--- src/hw/rtl/wasm_pkg.sv ---
// ----------------------------------------------------------------------------
// wasm_pkg
// Shared constants, types and character helpers for the word anchored
// substring matcher.
// ----------------------------------------------------------------------------
package wasm_pkg;

   localparam int MAX_QUERY_LEN = 32;
   localparam int LEN_W         = 6;
   localparam int CHAR_W        = 8;
   localparam int CSR_IDX_W     = 3;
   localparam int CSR_DATA_W    = 64;
   localparam int QUERY_WORDS   = MAX_QUERY_LEN / 8;

   // register indexes on the csr port
   localparam logic [CSR_IDX_W-1:0] REG_QUERY_LEN   = 3'd0;
   localparam logic [CSR_IDX_W-1:0] REG_ANCHOR_MODE = 3'd1;
   localparam logic [CSR_IDX_W-1:0] REG_QUERY_WORD0 = 3'd2;
   localparam logic [CSR_IDX_W-1:0] REG_QUERY_WORD1 = 3'd3;
   localparam logic [CSR_IDX_W-1:0] REG_QUERY_WORD2 = 3'd4;
   localparam logic [CSR_IDX_W-1:0] REG_QUERY_WORD3 = 3'd5;

   // character codes
   localparam logic [CHAR_W-1:0] CHAR_UPPER_A   = 8'h41;
   localparam logic [CHAR_W-1:0] CHAR_UPPER_Z   = 8'h5A;
   localparam logic [CHAR_W-1:0] CHAR_CASE_DIFF = 8'h20;
   localparam logic [CHAR_W-1:0] CHAR_UNDERSCORE = 8'h5F;
   localparam logic [CHAR_W-1:0] CHAR_DOT       = 8'h2E;
   localparam logic [CHAR_W-1:0] CHAR_EQUALS    = 8'h3D;
   localparam logic [CHAR_W-1:0] CHAR_SPACE     = 8'h20;
   localparam logic [CHAR_W-1:0] CHAR_TAB       = 8'h09;
   localparam logic [CHAR_W-1:0] CHAR_CR        = 8'h0D;

   // per-request control from the top level to the cell row
   typedef struct packed {
      logic take;
      logic char_valid;
      logic finish;
   } text_ctrl_type;

   // control broadcast to every cell
   typedef struct packed {
      logic shift;
      logic clear;
   } cell_ctrl_type;

   // folds upper-case ascii letters to lower case
   function automatic logic [CHAR_W-1:0] fold_case(input logic [CHAR_W-1:0] c);
      logic [CHAR_W-1:0] r;
      r = c;
      if (c >= CHAR_UPPER_A && c <= CHAR_UPPER_Z) begin
         r = c + CHAR_CASE_DIFF;
      end
      return r;
   endfunction

   // underscore, dot, equals or ascii whitespace
   function automatic logic is_break(input logic [CHAR_W-1:0] c);
      return (c == CHAR_UNDERSCORE) || (c == CHAR_DOT) || (c == CHAR_EQUALS) ||
             (c == CHAR_SPACE) || (c >= CHAR_TAB && c <= CHAR_CR);
   endfunction

endpackage

--- src/hw/rtl/word_anchored_substring_matcher.sv ---
// ----------------------------------------------------------------------------
// word_anchored_substring_matcher
// Case-insensitive substring search over a byte stream, with optional
// anchoring of a match to the text start or to a break character.
//
//   channel  direction  handshake          payload
//   req      in         req_valid/stall    text_char, char_valid, end_of_text
//   rsp      out        rsp_valid/stall    matched (one per end_of_text)
//   csr      in         csr_valid/ready    csr_index, csr_wdata
//
// One request per clock cycle while req_stall is low; every query position
// is compared in its own cell; the row of 32 cells sets one character a cycle.
// A result shows on rsp the cycle after its final request if none is waiting.
// Reset is synchronous; the block is ready for requests in the first cycle
// after reset, with no clearing pass.
// req_stall rises only when both the output and skid registers hold results.
// ----------------------------------------------------------------------------
module word_anchored_substring_matcher import wasm_pkg::*; (
   input  logic                  clock,
   input  logic                  reset,
   input  logic                  req_valid,
   output logic                  req_stall,
   input  logic [CHAR_W-1:0]     req_text_char,
   input  logic                  req_char_valid,
   input  logic                  req_end_of_text,
   output logic                  rsp_valid,
   input  logic                  rsp_stall,
   output logic                  rsp_matched,
   input  logic                  csr_valid,
   output logic                  csr_ready,
   input  logic [CSR_IDX_W-1:0]  csr_index,
   input  logic [CSR_DATA_W-1:0] csr_wdata
);

   logic [LEN_W-1:0]                     query_len_ff;
   logic                                 anchor_mode_ff;
   logic [QUERY_WORDS-1:0][CSR_DATA_W-1:0] query_word_ff;
   logic [MAX_QUERY_LEN-1:0][CHAR_W-1:0] query_chars;
   logic [LEN_W-1:0]                     len_eff;
   logic                                 csr_write;
   logic                                 buf_full;
   logic                                 req_take;
   logic                                 verdict;
   text_ctrl_type                        text_ctrl;

   // register writes are always taken
   assign csr_ready = 1'b1;
   assign csr_write = csr_valid && csr_ready;

   always_ff @(posedge clock) begin
      if (reset) begin
         query_len_ff   <= '0;
         anchor_mode_ff <= 1'b0;
         query_word_ff  <= '0;
      end else if (csr_write) begin
         case (csr_index)
            REG_QUERY_LEN:   query_len_ff     <= csr_wdata[LEN_W-1:0];
            REG_ANCHOR_MODE: anchor_mode_ff   <= csr_wdata[0];
            REG_QUERY_WORD0: query_word_ff[0] <= csr_wdata;
            REG_QUERY_WORD1: query_word_ff[1] <= csr_wdata;
            REG_QUERY_WORD2: query_word_ff[2] <= csr_wdata;
            REG_QUERY_WORD3: query_word_ff[3] <= csr_wdata;
            default: begin
            end
         endcase
      end
   end

   // oversized lengths act as the full query
   assign len_eff = (query_len_ff > LEN_W'(MAX_QUERY_LEN)) ?
                    LEN_W'(MAX_QUERY_LEN) : query_len_ff;

   // byte i of the query words is query character i
   genvar gq;
   generate
      for (gq = 0; gq < MAX_QUERY_LEN; gq++) begin : g_qchar
         assign query_chars[gq] = query_word_ff[gq / 8][(gq % 8) * CHAR_W +: CHAR_W];
      end
   endgenerate

   // request handshake
   assign req_stall            = buf_full;
   assign req_take             = req_valid && !req_stall;
   assign text_ctrl.take       = req_take;
   assign text_ctrl.char_valid = req_char_valid;
   assign text_ctrl.finish     = req_end_of_text;

   wasm_chain u_chain (
      .clock       (clock),
      .reset       (reset),
      .ctrl        (text_ctrl),
      .text_char   (req_text_char),
      .len_eff     (len_eff),
      .anchor_mode (anchor_mode_ff),
      .query_chars (query_chars),
      .matched     (verdict)
   );

   wasm_rsp_buf u_rsp_buf (
      .clock        (clock),
      .reset        (reset),
      .push         (req_take && req_end_of_text),
      .push_matched (verdict),
      .full         (buf_full),
      .rsp_valid    (rsp_valid),
      .rsp_stall    (rsp_stall),
      .rsp_matched  (rsp_matched)
   );

endmodule

--- src/hw/rtl/wasm_cell.sv ---
// ----------------------------------------------------------------------------
// wasm_cell
// One position of the partial match row: compares the folded text character
// with its query character and passes its partial flag to the next cell.
// ----------------------------------------------------------------------------
module wasm_cell import wasm_pkg::*; (
   input  logic              clock,
   input  logic              reset,
   input  cell_ctrl_type     ctrl,
   input  logic [CHAR_W-1:0] text_fold,
   input  logic [CHAR_W-1:0] query_char,
   input  logic              enabled,
   input  logic              last_cell,
   input  logic              enter,
   output logic              part_q,
   output logic              hit
);

   logic part_ff;
   logic part_in;
   logic match;

   // prefix up to this position extends with the current character
   assign match = enabled && enter && (fold_case(query_char) == text_fold);
   assign hit   = ctrl.shift && match && last_cell;

   // next partial flag, cleared at the end of a text
   always_comb begin
      if (ctrl.clear) begin
         part_in = 1'b0;
      end else if (ctrl.shift) begin
         part_in = match;
      end else begin
         part_in = part_ff;
      end
   end

   always_ff @(posedge clock) begin
      if (reset) begin
         part_ff <= 1'b0;
      end else begin
         part_ff <= part_in;
      end
   end

   assign part_q = part_ff;

endmodule

--- src/hw/rtl/wasm_chain.sv ---
// ----------------------------------------------------------------------------
// wasm_chain
// Row of match cells plus the per-text state: last character was a break,
// and a full match has been seen. Gives the match verdict for the request
// being taken.
// ----------------------------------------------------------------------------
module wasm_chain import wasm_pkg::*; (
   input  logic                                 clock,
   input  logic                                 reset,
   input  text_ctrl_type                        ctrl,
   input  logic [CHAR_W-1:0]                    text_char,
   input  logic [LEN_W-1:0]                     len_eff,
   input  logic                                 anchor_mode,
   input  logic [MAX_QUERY_LEN-1:0][CHAR_W-1:0] query_chars,
   output logic                                 matched
);

   cell_ctrl_type          cell_ctrl;
   logic [CHAR_W-1:0]      text_fold;
   logic [MAX_QUERY_LEN-1:0] part;
   logic [MAX_QUERY_LEN-1:0] enter;
   logic [MAX_QUERY_LEN-1:0] hit;
   logic                   prev_break_ff;
   logic                   prev_break_in;
   logic                   found_ff;
   logic                   found_in;

   assign cell_ctrl.shift = ctrl.take && ctrl.char_valid;
   assign cell_ctrl.clear = ctrl.take && ctrl.finish;
   assign text_fold       = fold_case(text_char);

   // first cell starts anywhere, or when anchored at text start or after a break
   assign enter[0] = !anchor_mode || prev_break_ff;

   genvar gi;
   generate
      for (gi = 0; gi < MAX_QUERY_LEN; gi++) begin : g_cell
         if (gi > 0) begin : g_link
            assign enter[gi] = part[gi-1];
         end
         wasm_cell u_cell (
            .clock      (clock),
            .reset      (reset),
            .ctrl       (cell_ctrl),
            .text_fold  (text_fold),
            .query_char (query_chars[gi]),
            .enabled    (LEN_W'(gi) < len_eff),
            .last_cell  (LEN_W'(gi + 1) == len_eff),
            .enter      (enter[gi]),
            .part_q     (part[gi]),
            .hit        (hit[gi])
         );
      end
   endgenerate

   // per-text state, back to reset values after the final request
   always_comb begin
      prev_break_in = prev_break_ff;
      found_in      = found_ff;
      if (cell_ctrl.clear) begin
         prev_break_in = 1'b1;
         found_in      = 1'b0;
      end else if (cell_ctrl.shift) begin
         prev_break_in = is_break(text_char);
         found_in      = found_ff || (|hit);
      end
   end

   always_ff @(posedge clock) begin
      if (reset) begin
         prev_break_ff <= 1'b1;
         found_ff      <= 1'b0;
      end else begin
         prev_break_ff <= prev_break_in;
         found_ff      <= found_in;
      end
   end

   // verdict includes the character taken with the final request
   assign matched = (len_eff == '0) || found_ff || (cell_ctrl.shift && (|hit));

endmodule

--- src/hw/rtl/wasm_rsp_buf.sv ---
// ----------------------------------------------------------------------------
// wasm_rsp_buf
// Two-entry output buffer: an output register and a skid register, so the
// input side keeps flowing while a result waits to be taken.
// ----------------------------------------------------------------------------
module wasm_rsp_buf import wasm_pkg::*; (
   input  logic clock,
   input  logic reset,
   input  logic push,
   input  logic push_matched,
   output logic full,
   output logic rsp_valid,
   input  logic rsp_stall,
   output logic rsp_matched
);

   logic out_valid_ff;
   logic out_valid_in;
   logic out_matched_ff;
   logic out_matched_in;
   logic skid_valid_ff;
   logic skid_valid_in;
   logic skid_matched_ff;
   logic skid_matched_in;
   logic out_free;

   assign out_free = !out_valid_ff || !rsp_stall;

   // refill the output register from the skid first, then from a new push
   always_comb begin
      out_valid_in    = out_valid_ff;
      out_matched_in  = out_matched_ff;
      skid_valid_in   = skid_valid_ff;
      skid_matched_in = skid_matched_ff;
      if (out_free) begin
         if (skid_valid_ff) begin
            out_valid_in    = 1'b1;
            out_matched_in  = skid_matched_ff;
            skid_valid_in   = push;
            skid_matched_in = push_matched;
         end else begin
            out_valid_in   = push;
            out_matched_in = push_matched;
         end
      end else if (push) begin
         skid_valid_in   = 1'b1;
         skid_matched_in = push_matched;
      end
   end

   always_ff @(posedge clock) begin
      if (reset) begin
         out_valid_ff  <= 1'b0;
         skid_valid_ff <= 1'b0;
      end else begin
         out_valid_ff  <= out_valid_in;
         skid_valid_ff <= skid_valid_in;
      end
   end

   always_ff @(posedge clock) begin
      out_matched_ff  <= out_matched_in;
      skid_matched_ff <= skid_matched_in;
   end

   assign full        = skid_valid_ff;
   assign rsp_valid   = out_valid_ff;
   assign rsp_matched = out_matched_ff;

endmodule

--- config.mk ---
export PLATFORM = sky130hd
export DESIGN_NAME = word_anchored_substring_matcher
export DESIGN_NICKNAME = d
export VERILOG_FILES = /design/src/hw/rtl/wasm_pkg.sv /design/src/hw/rtl/word_anchored_substring_matcher.sv /design/src/hw/rtl/wasm_cell.sv /design/src/hw/rtl/wasm_chain.sv /design/src/hw/rtl/wasm_rsp_buf.sv
export SDC_FILE = /design/constraint.sdc
export NUM_CORES = 1
export LEC_CHECK = 0
export ABC_AREA = 1
export BUFFER_PORTS_ARGS = -buffer_cell sky130_fd_sc_hd__buf_2
export CAP_MARGIN = 15
export CELL_PAD_IN_SITES_DETAIL_PLACEMENT = 0
export CELL_PAD_IN_SITES_GLOBAL_PLACEMENT = 1
export CORE_AREA = 2 2 205 207
export DETAILED_ROUTE_END_ITERATION = 10
export DIE_AREA = 0 0 207 209
export GPL_TIMING_DRIVEN = 0
export HOLD_SLACK_MARGIN = 0.08
export PLACE_DENSITY = 0.81
export SLEW_MARGIN = 20
export SYNTH_ARGS = -nofsm -noshare
export SYNTH_HDL_FRONTEND = slang
export SYNTH_SLANG_ARGS = --single-unit
--- constraint.sdc ---
create_clock -name clock -period 4.3 [get_ports clock]
set_input_delay 0.86 -clock clock [delete_from_list [all_inputs] [get_ports clock]]
set_output_delay 0.86 -clock clock [all_outputs]
set_load 0.01 [all_outputs]
==> results.sh <==
export IMPL_fin_crit_ns=3.550
export IMPL_synthCells=3014
export IMPL_cts_htree_levels=2
export IMPL_postSynthAreaPerCell_um2=6.076
export IMPL_startpoint_type="input port"
export IMPL_min_path_type="reg -> reg"
export IMPL_grt_pass1_wl_mm=125.9
export IMPL_root_buffer="clkbuf_16"
export IMPL_dieArea_mm2=0.04326
export IMPL_chipHeight_um=209
export IMPL_synthToLayoutAreaGrowth_pct=12.99
export IMPL_cts_hold_buffers=0
export IMPL_grt_util_all_layers_pct=39.70
export IMPL_reg2reg_depth=16
export IMPL_ys_seq_area_share_pct=32.91
export IMPL_drt_iter0_drc=2437
export IMPL_cap_violations=0
export IMPL_synth_seq_cells=300
export IMPL_num_vias=21233
export IMPL_cp_max_fo=10
export IMPL_peakVddDrop_v=0.0003418
export IMPL_yosysWarnings=0
export IMPL_hold_viol=0
export IMPL_min_from="u_chain.g_cell[9].u_cell.part_q"
export IMPL_finalMaxSlewViolations=0
export IMPL_ant_nets=0
export IMPL_required_ns=4.64
export IMPL_fin_crit_sh_pct=82.55
export IMPL_fin_cells=3708
export IMPL_wire_per_inst_um=23.78
export IMPL_clock_sinks=300
export IMPL_gp_congestion=0.9653
export IMPL_core_mm2=0.04129
export IMPL_clk_pin_slew_ns=0.06
export IMPL_die_w_um=207
export IMPL_start_util_pct=44.35
export IMPL_detail_route_first_pass_iterations=6
export IMPL_setup_worst_path_end_class="register"
export IMPL_grt_max_degree=12
export IMPL_drc=0
export IMPL_vias_per_cell=5.726
export IMPL_dp_cells=3637
export IMPL_timing_rr_start="u_rsp_buf.full"
export IMPL_grt_pass1_vias=19060
export IMPL_status="finished clean"
export IMPL_cts_tree="built"
export IMPL_cts_made_buffers=39
export IMPL_skew_ns=0.03056
export IMPL_overflow=0
export IMPL_power_density_mw_per_mm2=358.7
export IMPL_antenna_found_initial=1
export IMPL_stdcell_area_mm2=0.02069
export IMPL_p_leak_nw=9.130
export IMPL_num_io_pins=86
export IMPL_worstHoldPathCells=2
export IMPL_placed_area_mm2=0.01942
export IMPL_slew_headroom_pct=16.85
export IMPL_synth_area_leaders="dfxtp_1 (33%), nand2_1 (16%), nor2_1 (9.3%)"
export IMPL_portBuffers=82
export IMPL_layout_common_cells="nand2_1 (765), nor2_1 (453), inv_1 (329), o21ai_0 (329), dfxtp_1 (298)"
export IMPL_worst_skew_pair_late_latency_ns=0.59
export IMPL_synth_top_area_cell="dfxtp_1"
export IMPL_rsz0062_at_grt="false"
export IMPL_wl_mm=88.18
export IMPL_tightestPinTransition_ns=1.247
export IMPL_netlist_area_leader_share_pct=32.58
export IMPL_rows=75
export IMPL_fin_nets=3254
export IMPL_timing_fmax_ghz=0.2817
export IMPL_r2r_slack_ns=0.80
export IMPL_setup_viol=0
export IMPL_cp_arrival_ns=3.89
export IMPL_antenna_cells=0
export IMPL_cts_setup_buffers=0
export IMPL_final_common_cell="nand2_1"
export IMPL_drive_gt1_share_pct=7.005
export IMPL_mappedNetlistArea_mm2=0.01831
export IMPL_cts_resized=0
export IMPL_whs_endpoint="u_chain.g_cell[9].u_cell.part_q"
export IMPL_worstSetupPathType="in -> reg"
export IMPL_r2r_end="u_rsp_buf.rsp_matched"
export IMPL_synth_fp_nets=3129
export IMPL_clockBufferDepth=3
export IMPL_synth_cell_type_count=38
export IMPL_dp_hpwl_mm=62.29
==> registers in the layout (all words and copies together), names as in the netlist <==
name,flops
u_chain.g_cell.u_cell.part_q,31
u_rsp_buf.full,1
query_chars,256
anchor_mode_ff,1
u_chain.found_ff,1
query_len_ff,6
u_rsp_buf.rsp_valid,1
u_chain.prev_break_ff,1
u_rsp_buf.rsp_matched,1
u_rsp_buf.skid_matched_ff,1
==> power breakdown <==
part / internal (W) / switching (W) / leakage [nW] / total [W]
logic: 0.000290 / 0.000835 / 6.06 / 0.00112
clock network: 0.00194 / 0.00139 / 0.633 / 0.00334
registers: 0.00288 / 0.0000855 / 2.44 / 0.00296
==> cell families (layout without fill, tap and decap cells) <==
| kind of cell | after synthesis | after routing | share of synthesized area (%) |
|---|---|---|---|
| fa+ha+maj | 33 | 33 | 2.255 |
| flops | 300 | 300 | 32.91 |
| buf+inv | 478 | 633 | 10.45 |
| simple gates | 1515 | 1515 | 33.96 |
| other cells | 1 | 1 | 0.02048 |
| compound gates | 623 | 623 | 17.34 |
| xor+xnor | 64 | 64 | 3.061 |
==> worst max-delay path, stage by stage <==
cell and delay [ns]:
buf_2 0.12, buf_6 0.18, nand2_2 0.09, nand2_1 0.06, nand2_2 0.12, nand4_1 0.10, nand2_1 0.36, buf_2 0.63
nand2_1 0.13, nand2_1 0.09, nor2_1 0.05, nand3_1 0.12, nand2_1 0.16, nor2_1 0.23, nand2_1 0.10, nor2_2 0.16
nand3_2 0.16, nand2_1 0.09, nand2_1 0.05
==> area by class of cell <==
cell class	instances	area, µm²
well taps	539	674.4
clock inverters	11	91.34
flip-flops and latches	300	6026
repair buffers	84	429.2
fillers	4377	20600
inverters	338	1269
plain buffers	140	649.4
multi-input cells	2236	10380
clock buffers	60	1175
==> worst max path at each step <==
stage                            end  slack, ns              from  depth (start not counted)
2_1_floorplan  u_rsp_buf.rsp_matched       1.71  req_text_char[2]                         16
3_5_place_dp   u_rsp_buf.rsp_matched       0.32  req_text_char[1]                         19
4_1_cts        u_rsp_buf.rsp_matched       0.92  req_text_char[1]                         19
6_report       u_rsp_buf.rsp_matched       0.75  req_text_char[1]                         19
3_3_place_gp          query_chars[8]      -1.37      csr_index[2]                          9
5_1_grt        u_rsp_buf.rsp_matched       0.75    u_rsp_buf.full                         16
==> stage by stage <==
step / TNS (ns) / hold WS [ns] / utilization, % / power, W / setup WS, ns
after floorplan: 0 / 0.4409 / - / 0.003601 / 1.705
after global placement: -72.38 / 0.4506 / 46.98 / 0.004081 / -1.375
final: 0 / 0.4638 / 50.11 / 0.007421 / 0.7504
after detailed placement: 0 / 0.4524 / 47.05 / 0.004094 / 0.3233
after global routing: 0 / 0.4864 / 50.11 / 0.007591 / 0.7500
after CTS: 0 / 0.4627 / 50.11 / 0.007370 / 0.9179
==> per-layer routing <==
| layer | GRT usage (%) | share of wire [%] | up-vias |
|---|---|---|---|
| li1 | - | - | 9924 |
| met1 | 52.40 | 40 | 9824 |
| met2 | 59.80 | 42 | 1191 |
| met3 | 7.589 | 11 | 292 |
| met4 | 24.68 | 7.0 | 2 |
| met5 | 0 | 0.015 | - |
==> cells in the mapped netlist, drive strengths merged <==
| cell | n |
|---|---|
| o21ai | 333 |
| ha | 33 |
| nor4 | 1 |
| buf | 45 |
| nand3b | 3 |
| o211ai | 2 |
| nand3 | 174 |
| and2 | 1 |
| conb | 1 |
| clkinv | 1 |
| xor2 | 30 |
| or2 | 1 |
| o21bai | 6 |
| nand4 | 66 |
| a31oi | 1 |
| inv | 337 |
| a21boi | 12 |
| clkbuf | 95 |
| nand2 | 773 |
| o2111ai | 1 |
| dfxtp | 298 |
| xnor2 | 34 |
| a21oi | 266 |
| o22ai | 2 |
| nor3 | 35 |
| edfxtp | 2 |
| nor2 | 461 |
(Power assumes the default switching activity.)
